**config.mk**
```make
export PLATFORM = sky130hd
export DESIGN_NAME = iir_filter_direct_form_one_core
export DESIGN_NICKNAME = d
export VERILOG_FILES = /design/src/sv/iirdf1_pkg.sv /design/src/sv/iirdf1_mul.sv /design/src/sv/iir_filter_direct_form_one_core.sv
export SDC_FILE = /design/constraint.sdc
export NUM_CORES = 2
export LEC_CHECK = 0
export BUFFER_PORTS_ARGS = -buffer_cell sky130_fd_sc_hd__buf_2
export CAP_MARGIN = 20
export CORE_UTILIZATION = 35
export CTS_CLUSTER_SIZE = 16
export DETAILED_ROUTE_END_ITERATION = 12
export GPL_ROUTABILITY_DRIVEN = 0
export SLEW_MARGIN = 20
export SYNTH_ARGS = -nofsm -noshare
export SYNTH_HDL_FRONTEND = slang
export SYNTH_SLANG_ARGS = --single-unit
```
**constraint.sdc**
```tcl
create_clock -name clk_i -period 6.1 [get_ports clk_i]
set_clock_uncertainty 0.05 [all_clocks]
set_input_delay 1.22 -clock clk_i [delete_from_list [all_inputs] [get_ports clk_i]]
set_output_delay 1.22 -clock clk_i [all_outputs]
set_load 0.03 [all_outputs]
```
**src/sv/iirdf1_pkg.sv**
```systemverilog
// Package for the direct form I IIR filter core.
// Field widths, register indexes and saturation helpers; no dependencies.
package iirdf1_pkg;

  localparam int SampleW   = 24;
  localparam int CoefW     = 32;
  localparam int HistW     = 40;
  localparam int DigitW    = 4;
  localparam int NumDigits = CoefW / DigitW;
  localparam int ProdHiW   = HistW + DigitW + 2;
  localparam int ProdLoW   = CoefW - DigitW;
  localparam int AccW      = 48;
  localparam int GainSumW  = 50;
  localparam int CfgIdxW   = 3;
  localparam int TapCntW   = 2;
  localparam int DefMaxNumTaps = 3;
  localparam int DefMaxDenTaps = 3;

  typedef enum logic [CfgIdxW-1:0] {
    RegInputGain = 3'd0,
    RegNumTaps   = 3'd1,
    RegDenTaps   = 3'd2,
    RegNumCoef0  = 3'd3,
    RegNumCoef1  = 3'd4,
    RegNumCoef2  = 3'd5,
    RegDenCoef1  = 3'd6,
    RegDenCoef2  = 3'd7
  } cfg_reg_e;

  typedef struct packed {
    logic start;
    logic done;
  } mul_ctrl_t;

  function automatic logic signed [HistW-1:0] sat_hist(input logic signed [GainSumW-1:0] v);
    logic signed [GainSumW-1:0] hi;
    logic signed [GainSumW-1:0] lo;
    hi = GainSumW'((64'sd1 <<< (HistW - 1)) - 64'sd1);
    lo = -hi - GainSumW'(1);
    if (v > hi) return hi[HistW-1:0];
    else if (v < lo) return lo[HistW-1:0];
    else return v[HistW-1:0];
  endfunction

  function automatic logic signed [SampleW-1:0] sat_sample(input logic signed [HistW-1:0] v);
    logic signed [HistW-1:0] hi;
    logic signed [HistW-1:0] lo;
    hi = HistW'((64'sd1 <<< (SampleW - 1)) - 64'sd1);
    lo = -hi - HistW'(1);
    if (v > hi) return hi[SampleW-1:0];
    else if (v < lo) return lo[SampleW-1:0];
    else return v[SampleW-1:0];
  endfunction

endpackage

```
**src/sv/iirdf1_mul.sv**
```systemverilog
// Digit-serial signed multiplier, one 4-bit multiplier digit per cycle.
// Depends on iirdf1_pkg. Returns full product as hi part and 28 low bits.
module iirdf1_mul (
  input  logic                                     clk_i,
  input  logic                                     rst_ni,
  input  logic                                     start_i,
  input  logic signed [iirdf1_pkg::HistW-1:0]      mcand_i,
  input  logic signed [iirdf1_pkg::CoefW-1:0]      mplier_i,
  output logic                                     done_o,
  output logic signed [iirdf1_pkg::ProdHiW-1:0]    prod_hi_o,
  output logic        [iirdf1_pkg::ProdLoW-1:0]    prod_lo_o
);

  localparam int CntW = $clog2(iirdf1_pkg::NumDigits);

  logic                                   busy_q, done_q;
  logic [CntW-1:0]                        cnt_q;
  logic signed [iirdf1_pkg::HistW-1:0]    mcand_q;
  logic [iirdf1_pkg::CoefW-1:0]           mplier_q;
  logic signed [iirdf1_pkg::ProdHiW-1:0]  hi_q;
  logic [iirdf1_pkg::ProdLoW-1:0]         lo_q;

  logic                                   last;
  logic signed [iirdf1_pkg::DigitW:0]     digit;
  logic signed [iirdf1_pkg::ProdHiW-1:0]  sum;

  assign last = (cnt_q == CntW'(iirdf1_pkg::NumDigits - 1));

  always_comb begin
    // top digit carries the sign of the multiplier
    digit = last ? {mplier_q[iirdf1_pkg::DigitW-1], mplier_q[iirdf1_pkg::DigitW-1:0]}
                 : {1'b0, mplier_q[iirdf1_pkg::DigitW-1:0]};
    sum = hi_q + iirdf1_pkg::ProdHiW'(mcand_q) * iirdf1_pkg::ProdHiW'(digit);
  end

  always_ff @(posedge clk_i or negedge rst_ni) begin
    if (!rst_ni) begin
      busy_q <= 1'b0;
      done_q <= 1'b0;
      cnt_q  <= '0;
    end else begin
      done_q <= 1'b0;
      if (start_i) begin
        busy_q <= 1'b1;
        cnt_q  <= '0;
      end else if (busy_q) begin
        cnt_q <= cnt_q + CntW'(1);
        if (last) begin
          busy_q <= 1'b0;
          done_q <= 1'b1;
        end
      end
    end
  end

  always_ff @(posedge clk_i) begin
    if (start_i) begin
      mcand_q  <= mcand_i;
      mplier_q <= mplier_i;
      hi_q     <= '0;
      lo_q     <= '0;
    end else if (busy_q) begin
      if (last) begin
        hi_q <= sum;
      end else begin
        hi_q     <= sum >>> iirdf1_pkg::DigitW;
        lo_q     <= {sum[iirdf1_pkg::DigitW-1:0], lo_q[iirdf1_pkg::ProdLoW-1:iirdf1_pkg::DigitW]};
        mplier_q <= mplier_q >> iirdf1_pkg::DigitW;
      end
    end
  end

  assign done_o    = done_q;
  assign prod_hi_o = hi_q;
  assign prod_lo_o = lo_q;

  a_no_restart_busy: assert property (@(posedge clk_i) disable iff (!rst_ni)
    start_i |-> !busy_q) else $error("multiplier restarted while busy");
  a_done_after_busy: assert property (@(posedge clk_i) disable iff (!rst_ni)
    done_q |-> !busy_q) else $error("done while still busy");
  a_done_pulse: assert property (@(posedge clk_i) disable iff (!rst_ni)
    done_q |=> !done_q) else $error("done held over two cycles");

endmodule

```
**src/sv/iir_filter_direct_form_one_core.sv**
```systemverilog
// Direct form I IIR filter core, up to second order, fixed point.
// Depends on iirdf1_pkg and iirdf1_mul.
//
// Usage:
//   Input channel (in_valid_i/in_ready_o) carries sample_in_i and restart_i;
//   output channel (out_valid_o/out_ready_i) carries sample_out_o, one per
//   input. Registers are written through cfg_we_i/cfg_index_i/cfg_data_i;
//   the user must do so while the core is idle; the core does not enforce it.
//   Each sample runs the gain product and then up to five tap products on
//   one shared digit-serial multiplier (per product: start, eight 4-bit
//   digits of the coefficient, result). Disabled taps are skipped without
//   a product. One sample is in work at a time; the next transfer is taken
//   in the cycle after the result is registered.
//   The result sits in an output register; if the receiver stalls, the next
//   sample may be taken and computed, and the core waits in its final state
//   until the previous result is transferred.
//   Reset restores default coefficients (unity gain, pass-through) and
//   clears both histories; restart_i clears them before its sample.
module iir_filter_direct_form_one_core #(
  parameter int MAX_NUM_TAPS = iirdf1_pkg::DefMaxNumTaps,
  parameter int MAX_DEN_TAPS = iirdf1_pkg::DefMaxDenTaps
) (
  input  logic                                    clk_i,
  input  logic                                    rst_ni,
  input  logic                                    cfg_we_i,
  input  logic [iirdf1_pkg::CfgIdxW-1:0]          cfg_index_i,
  input  logic [iirdf1_pkg::CoefW-1:0]            cfg_data_i,
  input  logic                                    in_valid_i,
  output logic                                    in_ready_o,
  input  logic signed [iirdf1_pkg::SampleW-1:0]   sample_in_i,
  input  logic                                    restart_i,
  output logic                                    out_valid_o,
  input  logic                                    out_ready_i,
  output logic signed [iirdf1_pkg::SampleW-1:0]   sample_out_o
);

  localparam int HistW  = iirdf1_pkg::HistW;
  localparam int CoefW  = iirdf1_pkg::CoefW;
  localparam int AccW   = iirdf1_pkg::AccW;
  localparam int TapCntW = iirdf1_pkg::TapCntW;
  localparam int NumTaps = 5;  // three numerator plus two denominator slots
  localparam int TapW   = $clog2(NumTaps);

  typedef enum logic [2:0] {
    StIdle, StGain, StGainWait, StTap, StTapWait, StFin
  } state_e;

  state_e state_q;
  logic [TapW-1:0] tap_q;

  // configuration
  logic signed [CoefW-1:0] gain_q;
  logic [TapCntW-1:0]      num_taps_q, den_taps_q;
  logic signed [CoefW-1:0] num_coef_q [MAX_NUM_TAPS];
  logic signed [CoefW-1:0] den_coef_q [MAX_DEN_TAPS];

  logic signed [HistW-1:0] in_hist_q [2];
  logic signed [HistW-1:0] out_hist_q [2];
  logic signed [HistW-1:0] x_q;
  logic signed [AccW-1:0]  acc_q;
  logic                    out_valid_q;
  logic signed [iirdf1_pkg::SampleW-1:0] sample_out_q;

  iirdf1_pkg::mul_ctrl_t mul_ctrl;
  logic signed [HistW-1:0]              mcand;
  logic signed [CoefW-1:0]              mplier;
  logic signed [iirdf1_pkg::ProdHiW-1:0] prod_hi;
  logic [iirdf1_pkg::ProdLoW-1:0]        prod_lo;

  function automatic logic [TapCntW-1:0] eff_taps(input logic [TapCntW-1:0] v, input int maxv);
    logic [TapCntW-1:0] t;
    t = (v == '0) ? TapCntW'(1) : v;
    if (int'(t) > maxv) t = TapCntW'(maxv);
    return t;
  endfunction

  logic [TapCntW-1:0] cfg_num_eff, cfg_den_eff;
  logic               clr_cfg;
  assign cfg_num_eff = eff_taps(cfg_data_i[TapCntW-1:0], MAX_NUM_TAPS);
  assign cfg_den_eff = eff_taps(cfg_data_i[TapCntW-1:0], MAX_DEN_TAPS);
  assign clr_cfg = cfg_we_i &&
                   ((cfg_index_i == iirdf1_pkg::RegNumTaps && cfg_num_eff != num_taps_q) ||
                    (cfg_index_i == iirdf1_pkg::RegDenTaps && cfg_den_eff != den_taps_q));

  logic in_xfer, fin_go;
  assign in_ready_o = (state_q == StIdle);
  assign in_xfer    = in_valid_i && in_ready_o;
  assign fin_go     = (state_q == StFin) && (!out_valid_q || out_ready_i);

  // tap enable and operand selection
  logic tap_en, tap_sub;
  always_comb begin
    tap_en  = 1'b0;
    tap_sub = 1'b0;
    mcand   = x_q;
    mplier  = '0;
    unique case (tap_q)
      TapW'(0): begin tap_en = 1'b1; mcand = x_q; end
      TapW'(1): begin tap_en = (num_taps_q > TapCntW'(1)); mcand = in_hist_q[0]; end
      TapW'(2): begin tap_en = (num_taps_q > TapCntW'(2)); mcand = in_hist_q[1]; end
      TapW'(3): begin
        tap_en = (den_taps_q > TapCntW'(1)); tap_sub = 1'b1; mcand = out_hist_q[0];
      end
      TapW'(4): begin
        tap_en = (den_taps_q > TapCntW'(2)); tap_sub = 1'b1; mcand = out_hist_q[1];
      end
      default: ;
    endcase
    for (int k = 0; k < MAX_NUM_TAPS; k++)
      if (int'(tap_q) == k) mplier = num_coef_q[k];
    for (int k = 1; k < MAX_DEN_TAPS; k++)
      if (int'(tap_q) == k + 2) mplier = den_coef_q[k];
    if (state_q == StGain) begin
      mcand  = {{(HistW-iirdf1_pkg::SampleW){x_q[iirdf1_pkg::SampleW-1]}},
                x_q[iirdf1_pkg::SampleW-1:0]};
      mplier = gain_q;
    end
  end

  assign mul_ctrl.start = (state_q == StGain) || (state_q == StTap && tap_en);

  iirdf1_mul u_mul (
    .clk_i     (clk_i),
    .rst_ni    (rst_ni),
    .start_i   (mul_ctrl.start),
    .mcand_i   (mcand),
    .mplier_i  (mplier),
    .done_o    (mul_ctrl.done),
    .prod_hi_o (prod_hi),
    .prod_lo_o (prod_lo)
  );

  // gain result: (P + 2^7) >>> 8; tap result: (P + 2^27) >>> 28
  logic signed [iirdf1_pkg::GainSumW-1:0] gain_sum;
  logic signed [AccW-1:0]                 tap_prod, acc_next;
  logic signed [HistW-1:0]                acc_sat;
  logic signed [HistW-1:0]                y_round;
  assign gain_sum = $signed({prod_hi[iirdf1_pkg::GainSumW-21:0], prod_lo[27:8]})
                    + iirdf1_pkg::GainSumW'(prod_lo[7]);
  assign tap_prod = AccW'(prod_hi) + AccW'(prod_lo[27]);
  assign acc_next = tap_sub ? acc_q - tap_prod : acc_q + tap_prod;
  assign acc_sat  = iirdf1_pkg::sat_hist(iirdf1_pkg::GainSumW'(acc_q));
  assign y_round  = HistW'((iirdf1_pkg::GainSumW'(acc_sat) + iirdf1_pkg::GainSumW'(32768))
                           >>> 16);

  always_ff @(posedge clk_i or negedge rst_ni) begin
    if (!rst_ni) begin
      state_q     <= StIdle;
      tap_q       <= '0;
      out_valid_q <= 1'b0;
      gain_q      <= CoefW'(32'sd16777216);
      num_taps_q  <= TapCntW'(1);
      den_taps_q  <= TapCntW'(1);
      num_coef_q[0] <= CoefW'(32'sd268435456);
      for (int k = 1; k < MAX_NUM_TAPS; k++) num_coef_q[k] <= '0;
      for (int k = 0; k < MAX_DEN_TAPS; k++) den_coef_q[k] <= '0;
      for (int k = 0; k < 2; k++) begin
        in_hist_q[k]  <= '0;
        out_hist_q[k] <= '0;
      end
    end else begin
      if (out_valid_q && out_ready_i && !fin_go) out_valid_q <= 1'b0;

      if (cfg_we_i) begin
        unique case (cfg_index_i)
          iirdf1_pkg::RegInputGain: gain_q <= cfg_data_i;
          iirdf1_pkg::RegNumTaps:   num_taps_q <= cfg_num_eff;
          iirdf1_pkg::RegDenTaps:   den_taps_q <= cfg_den_eff;
          iirdf1_pkg::RegNumCoef0, iirdf1_pkg::RegNumCoef1, iirdf1_pkg::RegNumCoef2: begin
            for (int k = 0; k < MAX_NUM_TAPS; k++)
              if (int'(cfg_index_i) - int'(iirdf1_pkg::RegNumCoef0) == k)
                num_coef_q[k] <= cfg_data_i;
          end
          iirdf1_pkg::RegDenCoef1, iirdf1_pkg::RegDenCoef2: begin
            for (int k = 1; k < MAX_DEN_TAPS; k++)
              if (int'(cfg_index_i) - int'(iirdf1_pkg::RegDenCoef1) + 1 == k)
                den_coef_q[k] <= cfg_data_i;
          end
          default: ;
        endcase
      end

      if (clr_cfg || (in_xfer && restart_i)) begin
        for (int k = 0; k < 2; k++) begin
          in_hist_q[k]  <= '0;
          out_hist_q[k] <= '0;
        end
      end

      unique case (state_q)
        StIdle: if (in_xfer) state_q <= StGain;
        StGain: state_q <= StGainWait;
        StGainWait: if (mul_ctrl.done) begin
          tap_q   <= '0;
          state_q <= StTap;
        end
        StTap: begin
          if (tap_en) state_q <= StTapWait;
          else if (tap_q == TapW'(NumTaps - 1)) state_q <= StFin;
          else tap_q <= tap_q + TapW'(1);
        end
        StTapWait: if (mul_ctrl.done) begin
          if (tap_q == TapW'(NumTaps - 1)) state_q <= StFin;
          else begin
            tap_q   <= tap_q + TapW'(1);
            state_q <= StTap;
          end
        end
        StFin: if (fin_go) begin
          out_valid_q   <= 1'b1;
          in_hist_q[1]  <= in_hist_q[0];
          in_hist_q[0]  <= x_q;
          out_hist_q[1] <= out_hist_q[0];
          out_hist_q[0] <= acc_sat;
          state_q       <= StIdle;
        end
        default: state_q <= StIdle;
      endcase
    end
  end

  // datapath registers
  always_ff @(posedge clk_i) begin
    if (in_xfer)
      x_q <= HistW'(sample_in_i);
    else if (state_q == StGainWait && mul_ctrl.done)
      x_q <= iirdf1_pkg::sat_hist(gain_sum);
    if (state_q == StGainWait && mul_ctrl.done)
      acc_q <= '0;
    else if (state_q == StTapWait && mul_ctrl.done)
      acc_q <= acc_next;
    if (fin_go)
      sample_out_q <= iirdf1_pkg::sat_sample(y_round);
  end

  assign out_valid_o  = out_valid_q;
  assign sample_out_o = sample_out_q;

  a_ready_idle: assert property (@(posedge clk_i) disable iff (!rst_ni)
    mul_ctrl.done |-> (state_q == StGainWait || state_q == StTapWait))
    else $error("multiplier result outside a wait state");
  a_no_overwrite: assert property (@(posedge clk_i) disable iff (!rst_ni)
    (out_valid_q && !out_ready_i) |=> out_valid_q)
    else $error("pending result dropped");
  a_fin_holds: assert property (@(posedge clk_i) disable iff (!rst_ni)
    (state_q == StFin && out_valid_q && !out_ready_i) |=> state_q == StFin)
    else $error("result computed over a stalled one");

endmodule

```
* Word-level counts from Yosys, hierarchy flattened
Index checks and enable logic that the tools add are counted.
** Operators by class
- $lt $le $gt $ge :: 10
- Equality and inequality tests :: 34
- Muxes and demuxes :: 54
- Reductions and logical operators :: 41
- Multiply operators :: 1
- Bitwise gates (word level) :: 1
- $add $sub $neg :: 11
** Operator list (number)
- $mux W80 :: 6
- $mux W32 :: 9
- $mux W40 :: 7
- $pmux W40 S4 :: 1
- $add A50 B1 Y50 :: 1
- $gt A50 B40 Y1 const B :: 1
- $lt A50 B40 Y1 const B :: 1
- $add A48 B47 Y48 :: 1
- $gt A48 B40 Y1 const B :: 1
- $lt A48 B40 Y1 const B :: 1
- $mux W48 :: 1
- $sub A48 B47 Y48 :: 1
- $add A46 B2 Y47 :: 1
- $add A46 B45 Y46 :: 1
- $mul A40 B5 Y45 :: 1
- $mux W45 :: 1
- $add A40 B17 Y41 const B :: 1
- $mux W3 :: 13
- $eq A3 B3 Y1 const B :: 11
- $logic_not A32 Y1 :: 1
- $gt A25 B24 Y1 const B :: 1
- $lt A25 B24 Y1 const B :: 1
- $mux W24 :: 1
- $eq A3 B2 Y1 const B :: 7
- other kinds (35) :: 81
** Storage, ports and cells
- Input port bits :: 65
- Logic and storage cells :: 177
- Output and inout port bits :: 26
- Register bits after elaboration :: 626

* Depth between registers and ports, before layout
- Depth after elaboration :: 10
- Depth in mapped cells :: 27
- Mapped depth without buffers :: 25

* Hierarchy
A second synthesis with hierarchy kept.
** Second synthesis, totals
- Cell total of the unflattened synthesis :: 4323
- Area total of the unflattened synthesis :: 41539.8 um^2
** By module, submodules not included
- iir_filter_direct_form_one_core :: cells each 2768, instances 1, area an instance 27061.0 um^2, seq. area each 11971.5 um^2
- iirdf1_mul :: cells each 1555, instances 1, area an instance 14478.9 um^2, seq. area each 3768.6 um^2

* Worst setup path after synthesis
Ideal clock, no wire load.
- Path kind :: register to register
- Start point :: register u_mul.cnt_q[0]
- End point :: register u_mul.hi_q, in the netlist u_mul.prod_hi_o[43]
- Period minus slack after synthesis :: 6087 ps
- Stages on the path, launching flop included :: 25
- Setup time :: 137 ps
- Arrival time :: 5899 ps
- Path slack :: 13 ps
- Buffers on the path :: 2
- Data required time :: 5913 ps
- Path through :: dfrtp_1 -> ha_1 -> ha_1 -> clkbuf_1 -> nand2_1 -> clkbuf_1 -> or2_2 -> fa_1 -> fa_1 -> fa_1 -> inv_1 -> fa_1 -> inv_1 -> fa_1 -> nor2b_1 -> o2111ai_1 -> a31oi_1 -> o31ai_1 -> and2_1 -> a21oi_1 -> a211oi_1 -> a21bo_2 -> xnor2_1 -> o21ai_0 -> a211oi_1
** Between the ends
- Word-level cells in the longest chain between the ends :: 5
** Ends and longest elaborated chain
- start: declaration :: RTL line iirdf1_mul.sv:17 : logic [CntW-1:0] cnt_q;
- start signal: assignment :: RTL line iirdf1_mul.sv:47 : cnt_q <= cnt_q + CntW'(1);
- $eq A3 B3 Y1 (*) :: RTL line iirdf1_mul.sv:27 : assign last = (cnt_q == CntW'(iirdf1_pkg::NumDigits - 1));
- $mux W5 :: RTL line iirdf1_mul.sv:31 : digit = last ? {mplier_q[iirdf1_pkg::DigitW-1], mplier_q[iirdf1_pkg::DigitW-1:0]}
- $mul A40 B5 Y45 :: RTL line iirdf1_mul.sv:33 : sum = hi_q + iirdf1_pkg::ProdHiW'(mcand_q) * iirdf1_pkg::ProdHiW'(digit);
- $add A46 B45 Y46 :: RTL line iirdf1_mul.sv:33
- $mux W45 (*) :: RTL line iirdf1_mul.sv:63 : if (last) begin
- end signal: assignment :: RTL line iirdf1_mul.sv:64 : hi_q <= sum;
- end signal: assignment :: RTL line iirdf1_mul.sv:66 : hi_q <= sum >>> iirdf1_pkg::DigitW;
- end: declaration :: RTL line iirdf1_mul.sv:20 : logic signed [iirdf1_pkg::ProdHiW-1:0] hi_q;
Every way passes the cells marked *; elsewhere a longest branch is shown, timed or not.
A chain may end at the register's enable or synchronous reset.

* Final worst setup path
- Start point :: register u_mul.cnt_q[1]
- End point :: register u_mul.hi_q, in the netlist u_mul.prod_hi_o[43]
The elaborated chain is that of the path after synthesis.

==> out/metrics.cfg <==
[run_status]
outcome = finished clean

[grt]
grt_max_degree = 161
gr-total-overflow = 0
grt_pass1_vias = 31790
antenna_found_initial = 9
grt_pass1_wl_um = 183600
grt_use_total_pct = 19.71

[drt]
first_pass_iters = 5
ant_nets = 0
wl_um = 117200
first_iter_violations = 2364
vias = 32380
drcViolationCount = 0
viasPerCell = 5.482
wl_per_cell_um = 19.84

[synth]
synth_edf_count = 136
synth_cell_types = 85
yosys.area.top_type = dfrtp_1
async_flop_share_pct = 59.45
synth_top_area_share_pct = 22.37
synth_area_leaders = dfrtp_1 (22%), edfxtp_1 (10%), fa_1 (8.4%)
synth_area_per_cell_um2 = 9.539
syn_area_um2 = 40720
synth_flop_cell = dfrtp_1
synth_fp_nets = 4661
synth_common_cells = nand2_1 (390), dfrtp_1 (364), nor2_1 (307)
synthCells = 4269
yosysSeqAreaShare_pct = 38.31
ys_ff_latch = 619
synth_most_common_cell = nand2_1
yosys_warnings = 0

[cells_and_area]
nNetsFinal = 4724
layout-drive-gt1-share_pct = 15.35
areaGrowthSynthToFinish_pct = 13.70
final_cell_area_um2 = 46300
utilization_pct = 40.33
finalNonFillerCells = 5906

[hold_path]
hold_path.class = reg -> reg

[floorplan]
die_h_um = 343.1
initial_core_util_pct = 35.47
ios = 91
core_um2 = 114800
die_width_um = 343.1
rows = 124
die_area_um2 = 117700

[worst_setup_path]
cp.arrival_ps = 6380
crit_type = reg -> reg
timing.critical_path.to_type = register
critPathMaxFanout = 4
startpoint_type = register
cp.required_ps = 6600

[clocking]
cts_tree = built
worstSkewPairLatency_ps = 660
cts-root-buf = clkbuf_16
cts_buffer_depth = 3
cts_buffers = 72
clk_pin_slew_worst_paths_ps = 60
clkSinkCount = 619
h-tree-depth = 3

[placement]
place_hpwl_um = 83090
place_area_um2 = 43490
io_buffers = 90
dp.cells = 5766

[run]
cap_viol_max_count = 0

[sta]
post-route-min-period_ps = 5887
finalCritPeriodShare_pct = 96.51
finalHoldViolations = 0
drv_slew = 0
setup_violations = 0
max_freq_mhz = 169.9
tightest_slew_ps = 1078
relSlewSlack_pct = 27.86

kinds of logic after synthesis:
| logic type | count (synthesis) | synth area share, % |
|---|---|---|
| DFF | 619 | 38.31 |
| buffers and inverters | 571 | 5.399 |
| xor gates and xnor gates | 235 | 5.054 |
| muxes | 241 | 6.529 |
| adders and majority gates | 327 | 13.18 |
| AOI/OAI and AO/OA | 1064 | 17.23 |
| and+or+nand+nor | 1212 | 14.30 |
worst max-delay path, cell delays in order (launching register included):
cell,delay [ps]
dfrtp_1,350
ha_2,190
ha_4,140
nand2_4,70
or2_2,300
fa_1,570
fa_1,450
fa_1,540
inv_1,50
fa_1,530
inv_1,70
fa_2,420
nor2b_4,140
o2111ai_2,140
a31oi_2,250
o31ai_2,120
and2_4,180
a21oi_4,180
buf_4,150
o21ai_1,120
o31ai_2,260
xor2_1,230
nor2b_1,70
a211oi_1,210
cell type report:
cell class / count / area [um2]
Fill cell: 11280 / 68510
Multi-Input combinational cell: 3079 / 23250
Sequential cell: 619 / 15600
Clock buffer: 100 / 2069
Timing Repair Buffer: 271 / 1902
Tap cell: 1512 / 1892
Inverter: 289 / 1089
Clock inverter: 34 / 485.5
Antenna cell: 2 / 5.005
layer usage:
| metal | global-route usage, % | share of wire, % |
|---|---|---|
| met5 | 0 | 0.040 |
| met2 | 31.57 | 46 |
| met1 | 27.65 | 46 |
| met3 | 2.333 | 5.2 |
| met4 | 6.296 | 2.7 |
registers in the layout (all words and copies together), names as in the netlist, 32 cells and up:
register,cells
num_coef_q,96
in_hist_q,80
out_hist_q,80
den_coef_q,64
acc_q,48
u_mul.prod_hi_o,46
u_mul.mcand_q,40
x_q,40
gain_q,32
u_mul.mplier_q,32
through the flow:
step / hold WS (ps) / setup WS [ps] / TNS (ps)
2_1_floorplan: 390.0 / 13.45 / 0
3_3_place_gp: 402.6 / -89.67 / -156.5
3_5_place_dp: 418.1 / -140.9 / -361.9
4_1_cts: 426.4 / 15.53 / 0
5_1_grt: 441.9 / -4.753 / -6.871
6_report: 424.5 / 212.7 / 0
worst paths after layout:
check	start	end	slack, ps	cells past startpoint
max	u_mul.cnt_q[1]	u_mul.prod_hi_o[43]	210	23
min	u_mul.prod_lo_o[7]	u_mul.prod_lo_o[7]	420	2
max reg2reg	u_mul.cnt_q[1]	u_mul.prod_hi_o[43]	210	23
min reg2reg	u_mul.prod_lo_o[7]	u_mul.prod_lo_o[7]	420	2
max in group asynchronous	rst_ni	u_mul.busy_q	4190	2
min in group asynchronous	rst_ni	num_coef_q[59]	530	1
layout by cell type, fill, tap and decap left out, drive strengths merged, types with 51 or more instances in the layout:
master,synthesis,layout
clkbuf,225,100
o21ai,236,236
inv,289,291
nand3,85,85
nor2,307,307
a22oi,52,52
ha,157,157
buf,57,271
xor2,95,95
dfxtp,115,115
mux2,197,197
xnor2,140,140
a21oi,278,278
dfrtp,364,364
a21o,54,54
a31oi,51,51
nand2,390,390
a22o,138,138
and2,175,175
fa,170,170
edfxtp,136,136
what timing repair did:
action                                  4_1_cts  5_1_grt
hold buffers                                  0        0
buffers inserted                              1        2
endpoints found under the setup margin       13       28
pin swaps                                     6        6
gates resized for setup                       5       40
gates cloned                                  0        0
Power is not shown: default switching activity piles up to over one toggle a cycle in this logic, so the estimate is an artifact.
